### config.mk
export PLATFORM = sky130hd
export DESIGN_NAME = modular_division_prime
export DESIGN_NICKNAME = d
export VERILOG_FILES = /design/src/sv/mdp_pkg.sv /design/src/sv/mdp_step.sv /design/src/sv/modular_division_prime.sv
export SDC_FILE = /design/constraint.sdc
export NUM_CORES = 1
export LEC_CHECK = 0
export ABC_AREA = 1
export BUFFER_PORTS_ARGS = -buffer_cell sky130_fd_sc_hd__buf_2
export CORE_MARGIN = 2
export CORE_UTILIZATION = 35
export DETAILED_ROUTE_END_ITERATION = 10
export PLACE_DENSITY = 0.63
export SKIP_CTS_REPAIR_TIMING = 1
export SLEW_MARGIN = 20
export SYNTH_ARGS = -nofsm -noshare
export SYNTH_HDL_FRONTEND = slang
export SYNTH_SLANG_ARGS = --single-unit
### constraint.sdc
create_clock -name clk -period 10.4 [get_ports clk]
set_input_delay 2.08 -clock clk [delete_from_list [all_inputs] [get_ports clk]]
set_output_delay 2.08 -clock clk [all_outputs]
set_load 0.01 [all_outputs]
### src/sv/mdp_pkg.sv
package mdp_pkg;

  // Width of every residue on the ports and in the datapath.
  localparam int unsigned ResWidth = 30;

  // The modulus, a prime just below two to the thirtieth.
  localparam logic [ResWidth-1:0] Prime = 30'd998244353;

  // Working set of the binary inversion loop.
  typedef struct packed {
    logic [ResWidth-1:0] u;
    logic [ResWidth-1:0] v;
    logic [ResWidth-1:0] x1;
    logic [ResWidth-1:0] x2;
  } mdp_regs_t;

  // Sequencer states.
  typedef enum logic {
    ST_IDLE,
    ST_RUN
  } mdp_state_t;

endpackage

### src/sv/mdp_step.sv
// One step of the binary extended inversion. The invariants are
// x1 * divisor == numerator * u and x2 * divisor == numerator * v (mod prime).
// A step halves an even u or v, or subtracts the smaller from the larger.
module mdp_step import mdp_pkg::*; (
  input  mdp_regs_t           cur,
  output mdp_regs_t           nxt,
  output logic                fin,
  output logic [ResWidth-1:0] quo
);

  logic            u_odd;
  logic            v_odd;
  logic            u_ge_v;
  logic [ResWidth:0] half_src;
  logic [ResWidth:0] half_sum;
  logic [ResWidth:0] diff_r;
  logic [ResWidth:0] diff_x;
  logic [ResWidth:0] diff_xp;
  logic [ResWidth-1:0] sub_a;
  logic [ResWidth-1:0] sub_b;
  logic [ResWidth-1:0] xsub_a;
  logic [ResWidth-1:0] xsub_b;

  assign u_odd = cur.u[0];
  assign v_odd = cur.v[0];
  assign fin   = (cur.u == ResWidth'(1)) || (cur.v == ResWidth'(1));
  assign quo   = (cur.u == ResWidth'(1)) ? cur.x1 : cur.x2;

  // Halving of a coefficient: add the prime first when it is odd.
  assign half_src = u_odd ? {1'b0, cur.x2} : {1'b0, cur.x1};
  assign half_sum = half_src[0] ? (half_src + {1'b0, Prime}) : half_src;

  // Subtractors for the remainders and for the coefficients, shared by both directions.
  assign u_ge_v  = (cur.u >= cur.v);
  assign sub_a   = u_ge_v ? cur.u : cur.v;
  assign sub_b   = u_ge_v ? cur.v : cur.u;
  assign xsub_a  = u_ge_v ? cur.x1 : cur.x2;
  assign xsub_b  = u_ge_v ? cur.x2 : cur.x1;
  assign diff_r  = {1'b0, sub_a} - {1'b0, sub_b};
  assign diff_x  = {1'b0, xsub_a} - {1'b0, xsub_b};
  assign diff_xp = diff_x + {1'b0, Prime};

  // Pick the single operation for this step.
  always_comb begin
    nxt = cur;
    priority if (fin) begin
      nxt = cur;
    end else if (!u_odd) begin
      nxt.u  = cur.u >> 1;
      nxt.x1 = half_sum[ResWidth:1];
    end else if (!v_odd) begin
      nxt.v  = cur.v >> 1;
      nxt.x2 = half_sum[ResWidth:1];
    end else if (u_ge_v) begin
      nxt.u  = diff_r[ResWidth-1:0];
      nxt.x1 = diff_x[ResWidth] ? diff_xp[ResWidth-1:0] : diff_x[ResWidth-1:0];
    end else begin
      nxt.v  = diff_r[ResWidth-1:0];
      nxt.x2 = diff_x[ResWidth] ? diff_xp[ResWidth-1:0] : diff_x[ResWidth-1:0];
    end
  end

endmodule

### src/sv/modular_division_prime.sv
// Channel  | Ports                          | Handshake
// ---------+--------------------------------+-------------------------------
// input    | divisor, numerator             | start high while busy low
// result   | quotient, not_invertible       | done high for one cycle
//
// An item is loaded into the working registers and then runs one halving or
// subtraction step of the binary inversion loop per cycle; with a single
// step unit, no new item is taken while the loop runs.
// A zero divisor gives its result in the cycle after the item is taken.
// Reset is synchronous and active high and returns the block to idle.
// The receiver cannot stall: each result is shown for exactly one cycle.
module modular_division_prime import mdp_pkg::*; (
  input  logic                clk,
  input  logic                rst,
  input  logic                start,
  output logic                busy,
  input  logic [ResWidth-1:0] divisor,
  input  logic [ResWidth-1:0] numerator,
  output logic                done,
  output logic [ResWidth-1:0] quotient,
  output logic                not_invertible
);

  mdp_state_t          state;
  mdp_state_t          state_next;
  mdp_regs_t           regs;
  mdp_regs_t           step_nxt;
  logic                step_fin;
  logic [ResWidth-1:0] step_quo;
  logic [ResWidth-1:0] div_red;
  logic [ResWidth-1:0] num_red;
  logic                accept;
  logic                div_zero;

  // Operands below twice the prime need one conditional subtraction.
  assign div_red  = (divisor >= Prime) ? (divisor - Prime) : divisor;
  assign num_red  = (numerator >= Prime) ? (numerator - Prime) : numerator;
  assign div_zero = (div_red == '0);
  assign accept   = start && (state == ST_IDLE);

  mdp_step u_step (
    .cur (regs),
    .nxt (step_nxt),
    .fin (step_fin),
    .quo (step_quo)
  );

  // Next state of the sequencer.
  always_comb begin
    state_next = state;
    unique case (state)
      ST_IDLE: begin
        if (start && !div_zero) state_next = ST_RUN;
      end
      ST_RUN: begin
        if (step_fin) state_next = ST_IDLE;
      end
      default: state_next = ST_IDLE;
    endcase
  end

  // Outputs of the sequencer.
  always_comb begin
    unique case (state)
      ST_IDLE: busy = 1'b0;
      ST_RUN:  busy = 1'b1;
      default: busy = 1'b0;
    endcase
  end

  always_ff @(posedge clk) begin
    if (rst) begin
      state <= ST_IDLE;
      done  <= 1'b0;
    end else begin
      state <= state_next;
      done  <= (accept && div_zero) || ((state == ST_RUN) && step_fin);
    end
  end

  // Working registers: load on an accepted item, then step.
  always_ff @(posedge clk) begin
    if (accept) begin
      regs.u  <= div_red;
      regs.v  <= Prime;
      regs.x1 <= num_red;
      regs.x2 <= '0;
    end else if (state == ST_RUN) begin
      regs <= step_nxt;
    end
  end

  // Result registers.
  always_ff @(posedge clk) begin
    if (accept && div_zero) begin
      quotient       <= '0;
      not_invertible <= 1'b1;
    end else if ((state == ST_RUN) && step_fin) begin
      quotient       <= step_quo;
      not_invertible <= 1'b0;
    end
  end

`ifndef NO_ASSERTIONS
  // While running, neither remainder can reach zero before one reaches one.
  a_nonzero: assert property (@(posedge clk) disable iff (rst)
    (state == ST_RUN) |-> (regs.u != '0) && (regs.v != '0))
    else $error("remainder reached zero during inversion");

  // Coefficients stay reduced below the prime.
  a_reduced: assert property (@(posedge clk) disable iff (rst)
    (state == ST_RUN) |-> (regs.x1 < Prime) && (regs.x2 < Prime))
    else $error("coefficient not reduced");

  // A result is delivered only once the block is idle again.
  a_done_idle: assert property (@(posedge clk) disable iff (rst)
    done |-> !busy)
    else $error("result strobe while busy");

  // Every delivered quotient is a residue, and zero when flagged.
  a_result: assert property (@(posedge clk) disable iff (rst)
    done |-> (quotient < Prime) && (!not_invertible || (quotient == '0)))
    else $error("bad result value");

  // The run ends with a strobe on the next cycle.
  a_end: assert property (@(posedge clk) disable iff (rst)
    (state == ST_RUN) && step_fin |=> done)
    else $error("missing result strobe");
`endif

endmodule

==> flow_summary.yaml <==
outcome:
  outcome: "finished clean"
floorplanning:
  initial_core_util_pct: 35.40
  die_h_um: 223.7
  io-pin-count: 96
  rows: 80
  dieArea_um2: 50060
  die_x_um: 223.7
  core_area_um2: 47750
global_routing:
  antenna_found_initial: 2
  grt_util_all_layers_pct: 25.23
  grt_max_degree: 88
  grt_overflow: 0
  grt_pass1_wl_um: 97630
  first_global_vias: 17480
pwr:
  ir_drop_v: 0.0001658
  p_per_area_nw_per_um2: 217.2
  p_seq_share_pct: 20.2
  combPwrFrac_pct: 62.8
  p_switching_mw: 2.168
  power.share.clock_pct: 17.0
  sw_frac_of_total_pct: 53.95
  report.power.total_mw: 4.019
  p_int_mw: 1.851
  p_leak_nw: 8.699
layout:
  fin_cells: 3582
  drive_above_1_share_pct: 9.238
  nFillCells: 5283
  syn2layout_area_growth_pct: 9.491
  final_nets: 3055
  layout_common_cells: "nand2_1, inv_1, nor2_1"
  final_common_cell: "nand2_1"
placed_design:
  place_ws_ps: 4082
  dp_hpwl_um: 48360
  dp.cells: 3549
  portBuffers: 95
  gp_congestion: 0.9723
logic_synthesis:
  syn_nets: 3018
  ys_seq_area_share_pct: 21.68
  syn_area_per_cell_um2: 5.796
  syn_area_um2: 16900
  synth_edf_count: 60
  ys.flop_type: "dfxtp_1"
  synth.distinct_cells: 58
  async_flop_share_pct: 0
  synthCells: 2916
  synth_seq_cells: 153
  synth_warnings: 0
clocking:
  clk_pin_slew_ps: 70
  root_buffer: "clkbuf_16"
  cts_tree: "done"
  h-tree-depth: 4
  cts_buffers: 17
  cts.sinks: 153
  cts_buffer_depth: 2
  clkLatencyLatePin_ps: 510
job:
  max_cap_viol_count: 0
detailed_routing:
  firstDrtPassIters: 7
  wl_per_cell_um: 17.55
  drc_errors: 0
  vias_per_cell: 5.282
  vias: 18920
  wl_um: 62860
  drt-initial-drc-count: 1981
  ant_nets: 0
worst_hold_path:
  min_path_type: "flip-flop to flip-flop"
worst_setup_path:
  crit_buf_inv: 2
  critPathSlowestCell: "nand3_2"
  worst-setup-path-type: "input pin to flip-flop"
  cp-start-kind: "input pin"
  worstPathRequired_ps: 10780
  critPathMaxFanout: 32
  crit_chain: "buf_2 > nor2_1 > inv_1 > nor3_2 > nand4_1 > o21ai_1 > nand2_1 > nor2_2 > nand3_1 > nor2_1 > nand2_1 > nor3_2 > nand2_1 > xnor2_1 > nor2_1 > nand3_1 > nor3_2 > nand3_2 > o21a_1"
  crit_family: "simple AND/OR/NAND/NOR gates"
  cp-end-kind: "flip-flop"
  critPathArrivalTime_ps: 6160
  cpPeakStageDelay_ps: 730
sta:
  setup-tns-final_ps: 0
  finalSetupViolCount: 0
  relSlewSlack_pct: 31.25
  report.final.slew_viol_count: 0
  period_share_pct: 55.60
  fin_ws_ps: 4618
  worst_slew_pin_slew_ps: 1025
  fin_skew_ps: 19.45
  fmaxAchievable_mhz: 172.9
  rsz0062_at_grt: "no"
  holdWs_ps: 468.3
  hold_viol: 0
  finalCriticalPeriod_ps: 5782
-- state kept, by name (all words and copies together), names as in the netlist --
| signal | count |
|---|---|
| done | 1 |
| not_invertible | 1 |
| quotient | 30 |
| regs | 120 |
| state | 1 |
-- routing by layer --
layer	share of wire (%)	up-vias	GRT usage (%)
met5	0.017	-	0
li1	-	9481	-
met3	9.0	104	4.774
met4	2.4	2	8.731
met2	43	806	39.56
met1	45	8527	34.61
-- stage by stage --
step / instance area, um2 / utilization [%]
floorplan: 16900 / -
global placement: 17880 / 37.44
detailed placement: 17880 / 37.46
CTS: 18500 / 38.75
global route: 18500 / 38.76
finish: 18500 / 38.76
-- worst paths after layout --
check / from / to / slack [ps] / depth (start not counted)
worst min-delay path: regs[29]$_SDFFE_PP0P_ / regs[29]$_SDFFE_PP0P_ / 470 / 2
worst max register to register: regs[90]$_DFFE_PP_ / regs[112]$_DFFE_PP_ / 4760 / 30
worst max-delay path: divisor[8] / quotient[4]$_SDFFE_PP0P_ / 4620 / 19
worst min register to register: regs[29]$_SDFFE_PP0P_ / regs[29]$_SDFFE_PP0P_ / 470 / 2
-- area by class of cell --
cell class                      instances  area, um2  area share [%]
Sequential cell                       153       3664           19.80
Tap cell                              615      769.5           4.158
Timing Repair Buffer                  110      588.1           3.178
Antenna cell                            1      2.502         0.01352
Clock buffer                           19      464.2           2.509
Inverter                              475       1790           9.676
Multi-Input combinational cell       2196      11070           59.84
Clock inverter                         13      153.9          0.8317
-- power groups by stage --
stage	logic, mW	clock network [mW]	registers, mW
finish	2.52	0.683	0.812
global route	2.82	0.718	0.824
CTS	2.48	0.700	0.809
detailed placement	2.46	0	0.822
global placement	2.47	0	0.821
floorplan	1.88	0	0.801
-- cells in the mapped netlist (all sizes together) (15+ instances only) --
cell	n	area share (%)
a211oi	31	1.4
a21oi	159	4.8
buf	33	1.2
clkbuf	59	1.3
dfxtp	93	11
edfxtp	60	11
ha	39	2.9
inv	472	11
nand2	781	18
nand3	232	7.5
nand3b	15	0.67
nand4	45	1.7
nor2	426	10
nor3	36	1.3
nor4	19	0.74
o21a	32	1.4
o21ai	206	6.1
xor2	66	3.4
-- worst reg2reg max path, delay by kind of cell (launching register included) --
kind                     cells  cell delay, ps
AND/OR/NAND/NOR             22            3010
AO/OA/AOI/OAI                3             500
buffers and inverters        3            1000
adder cells (fa/ha/maj)      2             540
flip-flops                   1             360
-- logic make-up (layout without fill, tap and decap cells) --
kind of cell	after synthesis	after routing	share of synthesized area [%]
AOI/OAI and AO/OA	509	509	17.52
xor gates and xnor gates	77	77	3.990
adders and majority gates	39	39	2.887
buffers and inverters	567	617	13.11
DFF	153	153	21.68
other	0	1	0
and+or+nand+nor	1571	1571	40.81
Note: power is estimated with default switching activity, not from simulation.
